[config.mk]
export PLATFORM = sky130hd
export DESIGN_NAME = morse_key_timing_decoder
export DESIGN_NICKNAME = d
export VERILOG_FILES = /design/src/rtl/core/mktd_pkg.sv /design/src/rtl/core/morse_key_timing_decoder.sv /design/src/rtl/core/mktd_core.sv /design/src/rtl/core/mktd_drain.sv
export SDC_FILE = /design/constraint.sdc
export NUM_CORES = 1
export LEC_CHECK = 0
export BUFFER_PORTS_ARGS = -buffer_cell sky130_fd_sc_hd__buf_2
export CAP_MARGIN = 20
export CELL_PAD_IN_SITES_DETAIL_PLACEMENT = 1
export CELL_PAD_IN_SITES_GLOBAL_PLACEMENT = 2
export CORE_ASPECT_RATIO = 1.2
export CORE_UTILIZATION = 35
export DETAILED_ROUTE_END_ITERATION = 12
export PLACE_DENSITY_LB_ADDON = 0.1
export SYNTH_ARGS = -nofsm -noshare
export SYNTH_HDL_FRONTEND = slang
export SYNTH_HIERARCHICAL = 1
export SYNTH_SLANG_ARGS = --single-unit
[constraint.sdc]
create_clock -name clk -period 13.5 [get_ports clk]
set_input_delay 1.35 -clock clk [delete_from_list [all_inputs] [get_ports clk]]
set_output_delay 1.35 -clock clk [all_outputs]
set_load 0.02 [all_outputs]
[src/rtl/core/mktd_pkg.sv]
// shared types and constants of the morse key timing decoder
`timescale 1ns / 1ps

package mktd_pkg;

	localparam int unsigned PATTERN_MAX  = 6;
	localparam int unsigned SENTENCE_MAX = 128;
	localparam int unsigned CFG_W        = 16;
	localparam int unsigned RUN_MAX      = 3;

	typedef enum logic [2:0] {
		EV_DOT      = 3'd0,
		EV_DASH     = 3'd1,
		EV_LETTER   = 3'd2,
		EV_SPACE    = 3'd3,
		EV_SENTENCE = 3'd4
	} event_kind_t;

	typedef enum logic [2:0] {
		CFG_DOT_LIMIT    = 3'd0,
		CFG_DASH_LIMIT   = 3'd1,
		CFG_LETTER_GAP   = 3'd2,
		CFG_WORD_GAP     = 3'd3,
		CFG_SENTENCE_GAP = 3'd4
	} cfg_index_t;

	localparam logic [CFG_W-1:0] DOT_LIMIT_RST    = 16'd300;
	localparam logic [CFG_W-1:0] DASH_LIMIT_RST   = 16'd900;
	localparam logic [CFG_W-1:0] LETTER_GAP_RST   = 16'd900;
	localparam logic [CFG_W-1:0] WORD_GAP_RST     = 16'd2100;
	localparam logic [CFG_W-1:0] SENTENCE_GAP_RST = 16'd3000;

	typedef struct packed {
		logic [CFG_W-1:0] dot_limit;
		logic [CFG_W-1:0] dash_limit;
		logic [CFG_W-1:0] letter_gap;
		logic [CFG_W-1:0] word_gap;
		logic [CFG_W-1:0] sentence_gap;
	} cfg_t;

	typedef struct packed {
		event_kind_t kind;
		logic [5:0]  pattern;
		logic [2:0]  length;
		logic [7:0]  sentence;
	} result_t;

endpackage

[src/rtl/core/morse_key_timing_decoder.sv]
// Morse key timing decoder: one transaction in per millisecond tick, event results out.
// Input channel in_valid/in_ready carries key_down and clear_down for one tick.
// Output channel out_valid/out_ready carries one event: dot, dash, letter done,
// word space or sentence end, with the pattern and sentence length after it.
// A tick causes zero to three events; last_in_run marks the last one of a tick.
// The events of an accepted tick pass through the run buffer and then the output register.
// Throughput: one tick per cycle while ticks cause at most one event each and the
// receiver keeps out_ready high; a tick with more events holds the input until its last one leaves.
// The run buffer holding one tick's events is emptied through a single output
// register, so one event leaves per cycle while the receiver keeps out_ready high.
// A stalled receiver holds the output register; ticks are still taken until one
// with events fills the run buffer, after which in_ready drops until events drain.
// Configuration writes through cfg_write/cfg_addr/cfg_data take effect at once
// and are meant for idle periods only.
// Reset clears all timing state, the pattern and the sentence count, empties
// the result path and loads the default limits and gaps.
`timescale 1ns / 1ps

module morse_key_timing_decoder #(
	parameter int unsigned COUNT_WIDTH = 16
) (
	input  logic        clk,
	input  logic        arst_n,
	input  logic        cfg_write,
	input  logic [2:0]  cfg_addr,
	input  logic [15:0] cfg_data,
	input  logic        in_valid,
	output logic        in_ready,
	input  logic        key_down,
	input  logic        clear_down,
	output logic        out_valid,
	input  logic        out_ready,
	output logic [2:0]  event_kind,
	output logic [5:0]  pattern_bits,
	output logic [2:0]  pattern_length,
	output logic [7:0]  sentence_length,
	output logic        last_in_run
);
	import mktd_pkg::*;

	cfg_t          cfg_q;
	logic          accept;
	logic [1:0]    run_count;
	result_t [2:0] run_res;
	result_t       out_res;

	always_ff @(posedge clk or negedge arst_n) begin
		if (!arst_n) begin
			cfg_q.dot_limit    <= DOT_LIMIT_RST;
			cfg_q.dash_limit   <= DASH_LIMIT_RST;
			cfg_q.letter_gap   <= LETTER_GAP_RST;
			cfg_q.word_gap     <= WORD_GAP_RST;
			cfg_q.sentence_gap <= SENTENCE_GAP_RST;
		end else if (cfg_write) begin
			case (cfg_addr)
				CFG_DOT_LIMIT:    cfg_q.dot_limit    <= cfg_data;
				CFG_DASH_LIMIT:   cfg_q.dash_limit   <= cfg_data;
				CFG_LETTER_GAP:   cfg_q.letter_gap   <= cfg_data;
				CFG_WORD_GAP:     cfg_q.word_gap     <= cfg_data;
				CFG_SENTENCE_GAP: cfg_q.sentence_gap <= cfg_data;
				default: ;
			endcase
		end
	end

	assign accept = in_valid && in_ready;

	mktd_core #(
		.COUNT_WIDTH (COUNT_WIDTH)
	) u_core (
		.clk        (clk),
		.arst_n     (arst_n),
		.cfg        (cfg_q),
		.accept     (accept),
		.key_down   (key_down),
		.clear_down (clear_down),
		.run_count  (run_count),
		.run_res    (run_res)
	);

	mktd_drain u_drain (
		.clk        (clk),
		.arst_n     (arst_n),
		.push       (accept),
		.push_count (run_count),
		.push_res   (run_res),
		.push_ready (in_ready),
		.out_valid  (out_valid),
		.out_ready  (out_ready),
		.out_res    (out_res),
		.out_last   (last_in_run)
	);

	assign event_kind      = out_res.kind;
	assign pattern_bits    = out_res.pattern;
	assign pattern_length  = out_res.length;
	assign sentence_length = out_res.sentence;

endmodule

[src/rtl/core/mktd_core.sv]
// timing state registers and per-tick event logic
`timescale 1ns / 1ps

module mktd_core #(
	parameter int unsigned COUNT_WIDTH = 16
) (
	input  logic                         clk,
	input  logic                         arst_n,
	input  mktd_pkg::cfg_t               cfg,
	input  logic                         accept,
	input  logic                         key_down,
	input  logic                         clear_down,
	output logic [1:0]                   run_count,
	output mktd_pkg::result_t [2:0]      run_res
);
	import mktd_pkg::*;

	localparam int unsigned CMP_W = (COUNT_WIDTH > CFG_W) ? COUNT_WIDTH : CFG_W;

	logic                   key_was_down_q;
	logic [COUNT_WIDTH-1:0] press_q;
	logic [COUNT_WIDTH-1:0] idle_q;
	logic [5:0]             pattern_q;
	logic [2:0]             symbols_q;
	logic [7:0]             sentence_q;
	logic                   ends_space_q;

	logic                   key_was_down_d;
	logic [COUNT_WIDTH-1:0] press_d;
	logic [COUNT_WIDTH-1:0] idle_d;
	logic [5:0]             pattern_d;
	logic [2:0]             symbols_d;
	logic [7:0]             sentence_d;
	logic                   ends_space_d;

	always_comb begin
		logic [CMP_W-1:0] press_x;
		logic [CMP_W-1:0] idle_x;
		logic             is_dot;
		logic             is_dash;
		logic             ev_letter;
		logic             ev_space;
		logic             ev_end;
		logic [1:0]       n;

		key_was_down_d = key_was_down_q;
		press_d        = press_q;
		idle_d         = idle_q;
		pattern_d      = pattern_q;
		symbols_d      = symbols_q;
		sentence_d     = sentence_q;
		ends_space_d   = ends_space_q;
		n              = 2'd0;
		run_res        = '0;
		press_x        = CMP_W'(press_q);
		idle_x         = '0;
		is_dot         = 1'b0;
		is_dash        = 1'b0;
		ev_letter      = 1'b0;
		ev_space       = 1'b0;
		ev_end         = 1'b0;

		if (clear_down) begin
			key_was_down_d = 1'b0;
			press_d        = '0;
			idle_d         = '0;
			pattern_d      = '0;
			symbols_d      = '0;
			sentence_d     = '0;
			ends_space_d   = 1'b0;
		end else if (key_down) begin
			if (!key_was_down_q)
				press_d = COUNT_WIDTH'(1);
			else if (press_q != '1)
				press_d = press_q + COUNT_WIDTH'(1);
			key_was_down_d = 1'b1;
		end else if (key_was_down_q) begin
			// release tick: classify the press
			is_dot  = press_x < CMP_W'(cfg.dot_limit);
			is_dash = !is_dot && (press_x < CMP_W'(cfg.dash_limit));
			if ((is_dot || is_dash) && (symbols_q < 3'(PATTERN_MAX))) begin
				if (is_dash)
					pattern_d = pattern_q | (6'd1 << symbols_q);
				symbols_d           = symbols_q + 3'd1;
				run_res[0].kind     = is_dash ? EV_DASH : EV_DOT;
				run_res[0].pattern  = pattern_d;
				run_res[0].length   = symbols_d;
				run_res[0].sentence = sentence_q;
				n                   = 2'd1;
			end
			key_was_down_d = 1'b0;
			press_d        = '0;
			idle_d         = '0;
		end else begin
			if (idle_q != '1)
				idle_d = idle_q + COUNT_WIDTH'(1);
			idle_x = CMP_W'(idle_d);

			// gap events apply in order, each seeing the previous one's effect
			ev_letter = (symbols_q != 3'd0) && (idle_x >= CMP_W'(cfg.letter_gap));
			if (ev_letter) begin
				if (sentence_d < 8'(SENTENCE_MAX)) begin
					sentence_d   = sentence_d + 8'd1;
					ends_space_d = 1'b0;
				end
				run_res[n].kind     = EV_LETTER;
				run_res[n].pattern  = pattern_q;
				run_res[n].length   = symbols_q;
				run_res[n].sentence = sentence_d;
				n                   = n + 2'd1;
				pattern_d           = '0;
				symbols_d           = '0;
			end

			ev_space = (sentence_d != 8'd0) && (idle_x >= CMP_W'(cfg.word_gap))
				&& !ends_space_d && (sentence_d < 8'(SENTENCE_MAX));
			if (ev_space) begin
				sentence_d          = sentence_d + 8'd1;
				ends_space_d        = 1'b1;
				run_res[n].kind     = EV_SPACE;
				run_res[n].pattern  = pattern_d;
				run_res[n].length   = symbols_d;
				run_res[n].sentence = sentence_d;
				n                   = n + 2'd1;
			end

			ev_end = (sentence_d != 8'd0) && (idle_x >= CMP_W'(cfg.sentence_gap));
			if (ev_end) begin
				sentence_d          = '0;
				ends_space_d        = 1'b0;
				run_res[n].kind     = EV_SENTENCE;
				run_res[n].pattern  = pattern_d;
				run_res[n].length   = symbols_d;
				run_res[n].sentence = 8'd0;
				n                   = n + 2'd1;
			end
		end

		run_count = n;
	end

	always_ff @(posedge clk or negedge arst_n) begin
		if (!arst_n) begin
			key_was_down_q <= 1'b0;
			press_q        <= '0;
			idle_q         <= '0;
			pattern_q      <= '0;
			symbols_q      <= '0;
			sentence_q     <= '0;
			ends_space_q   <= 1'b0;
		end else if (accept) begin
			key_was_down_q <= key_was_down_d;
			press_q        <= press_d;
			idle_q         <= idle_d;
			pattern_q      <= pattern_d;
			symbols_q      <= symbols_d;
			sentence_q     <= sentence_d;
			ends_space_q   <= ends_space_d;
		end
	end

endmodule

[src/rtl/core/mktd_drain.sv]
// run buffer for the results of one tick and the output register
`timescale 1ns / 1ps

module mktd_drain (
	input  logic                    clk,
	input  logic                    arst_n,
	input  logic                    push,
	input  logic [1:0]              push_count,
	input  mktd_pkg::result_t [2:0] push_res,
	output logic                    push_ready,
	output logic                    out_valid,
	input  logic                    out_ready,
	output mktd_pkg::result_t       out_res,
	output logic                    out_last
);
	import mktd_pkg::*;

	result_t [2:0] run_q;
	logic [1:0]    count_q;
	logic [1:0]    idx_q;
	logic          ovalid_q;
	result_t       ores_q;
	logic          olast_q;

	logic run_busy;
	logic take;
	logic take_last;

	assign run_busy   = count_q != 2'd0;
	assign take       = run_busy && (!ovalid_q || out_ready);
	assign take_last  = take && (idx_q == count_q - 2'd1);
	// a new tick may enter while the last result of the run moves out
	assign push_ready = !run_busy || take_last;

	always_ff @(posedge clk or negedge arst_n) begin
		if (!arst_n) begin
			count_q  <= 2'd0;
			idx_q    <= 2'd0;
			ovalid_q <= 1'b0;
		end else begin
			if (take) begin
				ovalid_q <= 1'b1;
			end else if (out_ready) begin
				ovalid_q <= 1'b0;
			end
			// a push only comes when the buffer is empty or its last result leaves
			if (push && push_count != 2'd0) begin
				count_q <= push_count;
				idx_q   <= 2'd0;
			end else if (take) begin
				if (take_last) begin
					count_q <= 2'd0;
					idx_q   <= 2'd0;
				end else begin
					idx_q <= idx_q + 2'd1;
				end
			end
		end
	end

	always_ff @(posedge clk) begin
		if (take) begin
			ores_q  <= run_q[idx_q];
			olast_q <= take_last;
		end
		if (push && push_count != 2'd0)
			run_q <= push_res;
	end

	assign out_valid = ovalid_q;
	assign out_res   = ores_q;
	assign out_last  = olast_q;

endmodule
==> results <==
- The non-filler instance count after layout is 1693.
- After detailed routing, the total wire length is 33100 µm.
- In this run the number of H-tree levels came out at 1.
- The final setup slack of the worst path is 5.93 ns.
- The die is 176 µm wide.
- The flow ran to the end, and the final reports show no timing, DRC or antenna violations.
- Across the run, the number of max-cap violations was 0.
- Detailed placement finished with a half-perimeter wire length of 24200 µm.
- The required time at the worst-slack endpoint is 13.66 ns.
- In this run the standard cell core region covers 0.0358 mm².
- Along the worst path, the maximum fanout reaches 62.
- The start point of the worst min-delay path is cfg_q[23].
- The via total after detailed routing is 8840.
- After the last flow step, the layout net total stands at 1324.
- The register clock-pin slew on the reported worst setup and hold paths is 0.06 ns.
- For this run the aggregate overflow at the end of global routing stands at 0.
- Setup repair after global routing left no endpoint under its margin.
- The port buffer count is 48.
- Total power for the finished layout comes to 2.11 mW.
- The slew at the pin with the worst max-slew slack is 1.04 ns.
- After layout, the worst path uses 56.1% of the clock period.
- The later pin in the worst-skew pair is clocked with a latency of 0.54 ns.
- The count of distinct cell types in the synthesized netlist is 85.
- The setup slack at placement is 5.98 ns.
- The final-report max-slew violation count is 0.
- In the routed design, unresolved DRC markers number 0.
- The synthesized area is 0.0127 mm².
- For this design the top-level I/O count stands at 49.
- The power density of the placed cells is 150 mW/mm².
- The initialized floorplan defines 76 standard-cell rows.
- The floorplan die height is 211 µm.
- The most common cell in the synthesized netlist is dfrtp_1.
- The critical path starts at u_core/idle_q[4].
- The root buffer cell is clkbuf_16.
- Global routing used 18.5% of the available tracks across all layers.
- Sorting the synthesized cells by area gives the leading types as dfrtp_1 22%, edfxtp_1 19%, ha_1 9.1%.
- The worst-case clock skew is 0.0146 ns.
- For the finished layout, the period the worst path requires is 7.57 ns.
- TritonCTS built the clock tree.
- The number of global-route vias before repair was 9407.
- Post-CTS repair changed the size of 0 cells.
- The clock drives 217 sinks.
- Setup slack on the worst reg-to-reg path comes out at 5.93 ns.
- The class of the worst hold path is flip-flop to flip-flop.
- In the routed layout, each cell is associated on average with a via count of 5.22.
- The clock tree buffer depth is 3.
- In this run the critical register-to-register path is launched from u_core/idle_q[4].
- The number of antenna violations at the first check in global routing is 0.
- Static timing analysis puts the maximum clock frequency at 132 MHz.
- Relative to the synthesized area, the layout overhead comes to 11.1%.
- The worst pin sits at a relative slew slack of 30.4%.
- The sequential area share after synthesis is 46.1%.
- The die covers 0.0371 mm².
- The number of inserted diodes is 0.
- Dividing the synthesized area by the synthesized cell count gives 10.9 µm².
- The data arrival time at the worst-slack endpoint is 7.73 ns.
- The maximum vdd drop is 0.0000996 V.
- After clock tree synthesis, the setup repair step added 0 buffers.
- Setup violations remaining at the end of the flow were counted as 0.
- The detailed-routing iteration count for the pre-antenna-repair pass is 4.
- In this run, CTS created clock tree buffers numbering 25.
- The number of buffers inserted by hold repair at cts is 0.
- After the first detailed-routing iteration, the DRC count stood at 281.
- The kind of end point of the critical path is a flip-flop.
- The number of inserted filler cells in the final layout is 3998.
- The sort of element at the start of the critical path is a flip-flop.
- The final routed wire length divided by cell count is 19.6 µm.
- The share of layout cells above drive strength 1 is 19.2%.
- Routability-driven placement finished with a final weighted congestion of 0.857.
- The share of the synthesized area in the top cell type is 22.2%.
- The number of synthesized register bits is 217.
- The synthesized instance count is 1167.
- Summing all multi-input logic gate instances after layout gives 0.00616 mm².
- For this run, the number of Yosys warnings is 6.
- The cell count after placement is 1646.
- For this run, asynchronously set or reset flops after synthesis account for 62.7%.
- After routing, the total negative slack on setup checks comes to 0 ns.
- The largest area contributor in the synthesized netlist is dfrtp_1.
- For this run, the leading register cell type out of synthesis is dfrtp_1.
- The analysis attributes to cell leakage a power of 6.22 nW.
- The number of flops mapped to enable cells by yosys is 81.
- The final-report hold violation count is 0.
- The first global-routing pass estimated 53600 µm of wire.
- By count the netlist is led by 113 x dfrtp_1, 93 x inv_1, 92 x ha_1.
- The sequential standard cell area is 0.00586 mm².
- The critical path is of the flip-flop to flip-flop type.
- The number of nets with antenna violations after routing is 0.
- The initial core utilization is 35.5%.
- The largest net degree at the start of global routing is 72.
[report_power, final]
group          leakage (nW)  internal, mW  switching [mW]
registers              2.44         0.829          0.0651
clock network         0.385         0.386           0.280
logic                  3.39         0.217           0.336
[registers in the layout (all words and copies together) (netlist names), 2 cells and up]
register           cells
u_drain/count_q        2
u_core/idle_q         16
u_core/sentence_q      8
u_drain/run_q         60
u_drain/out_res       20
u_core/pattern_q       6
u_core/press_q        16
u_drain/idx_q          2
u_core/symbols_q       3
cfg_q                 80
[layer usage]
layer,part of all wire (%),track usage [%],vias to the layer above
met2,51,33.4,108
met3,2.5,1.87,45
met1,44,23.1,4390
met4,2.4,5.70,0
li1,-,-,4297
met5,0,0,-
[cell type report]
cell class | instances | share of cell area [%]
multi-input combinational | 803 | 43.6
tap | 468 | 4.15
timing repair buffer | 62 | 2.54
inverter | 97 | 2.58
clock buffer | 33 | 4.71
clock inverter | 13 | 0.860
sequential | 217 | 41.5
[per-stage QoR]
step,area (µm²),hold slack (ns),utilization [%]
CTS,14100,0.508,39.3
global route,14100,0.526,39.4
finish,14100,0.504,39.4
detailed placement,13300,0.494,37.1
floorplan,12700,0.479,-
global placement,13300,0.489,37.1
[cells in the final DEF, fill, tap and decap left out, types with 9 or more instances in the layout]
master     instances
nand2b_1          12
and3_1            23
clkbuf_16         25
nor3_1            20
nand2_1           84
a22o_1             9
mux2_4            30
a31oi_1           12
xnor2_1           18
nand4_1           13
mux2i_1           24
mux2_2            56
edfxtp_1          81
nor2_1            71
ha_1              92
conb_1            10
and2_1            13
o21a_1             9
a21o_1            22
xor2_1            16
buf_4             13
a32o_1            13
dfstp_2           23
a21oi_1           49
a211oi_1          11
inv_1             92
dfrtp_1          113
buf_2             47
o21ai_0           62
nand3_1           15
[critical path: stages (launching register included)]
cell,delay [ns]
dfrtp_1,0.47
and4_1,0.31
nand4_1,0.14
nor2_1,0.22
nand3_1,0.15
nor2_1,0.42
nor2_1,0.15
and4_1,0.24
xor2_1,0.34
ha_1,0.20
and4_1,0.20
o21ai_0,0.16
o21ai_2,0.30
a21o_2,0.37
nand2_1,0.24
xor2_1,0.34
inv_1,0.09
ha_1,0.22
inv_1,0.14
nor3_1,0.11
a2111oi_0,0.48
a211oi_1,0.14
o31a_1,0.42
xnor2_1,0.17
a21oi_1,0.19
o21ai_0,0.22
inv_2,0.09
buf_4,0.62
[kinds of logic (layout without fill, tap and decap cells)]
| kind of cell | count (synthesis) | count (layout) | synth area share (%) |
|---|---|---|---|
| compound gates | 258 | 258 | 14.2 |
| xor+xnor | 34 | 34 | 2.34 |
| fa+ha+maj | 92 | 92 | 9.05 |
| buf+inv | 156 | 205 | 5.78 |
| flops | 217 | 217 | 46.1 |
| mux | 110 | 110 | 10.4 |
| other cells | 1 | 10 | 0.0295 |
| simple gates | 299 | 299 | 12.1 |
[path summary, 6_finish.rpt]
kind	to	cells after the start
worst max-delay path	u_drain/run_q[43]	27
worst min-delay path	cfg_q[23]	1
worst max register to register	u_drain/run_q[43]	27
worst min register to register	cfg_q[23]	1
max in group asynchronous	u_core/sentence_q[6]	2
min in group asynchronous	u_drain/out_valid	1
Power figures use the tool's default switching activity.
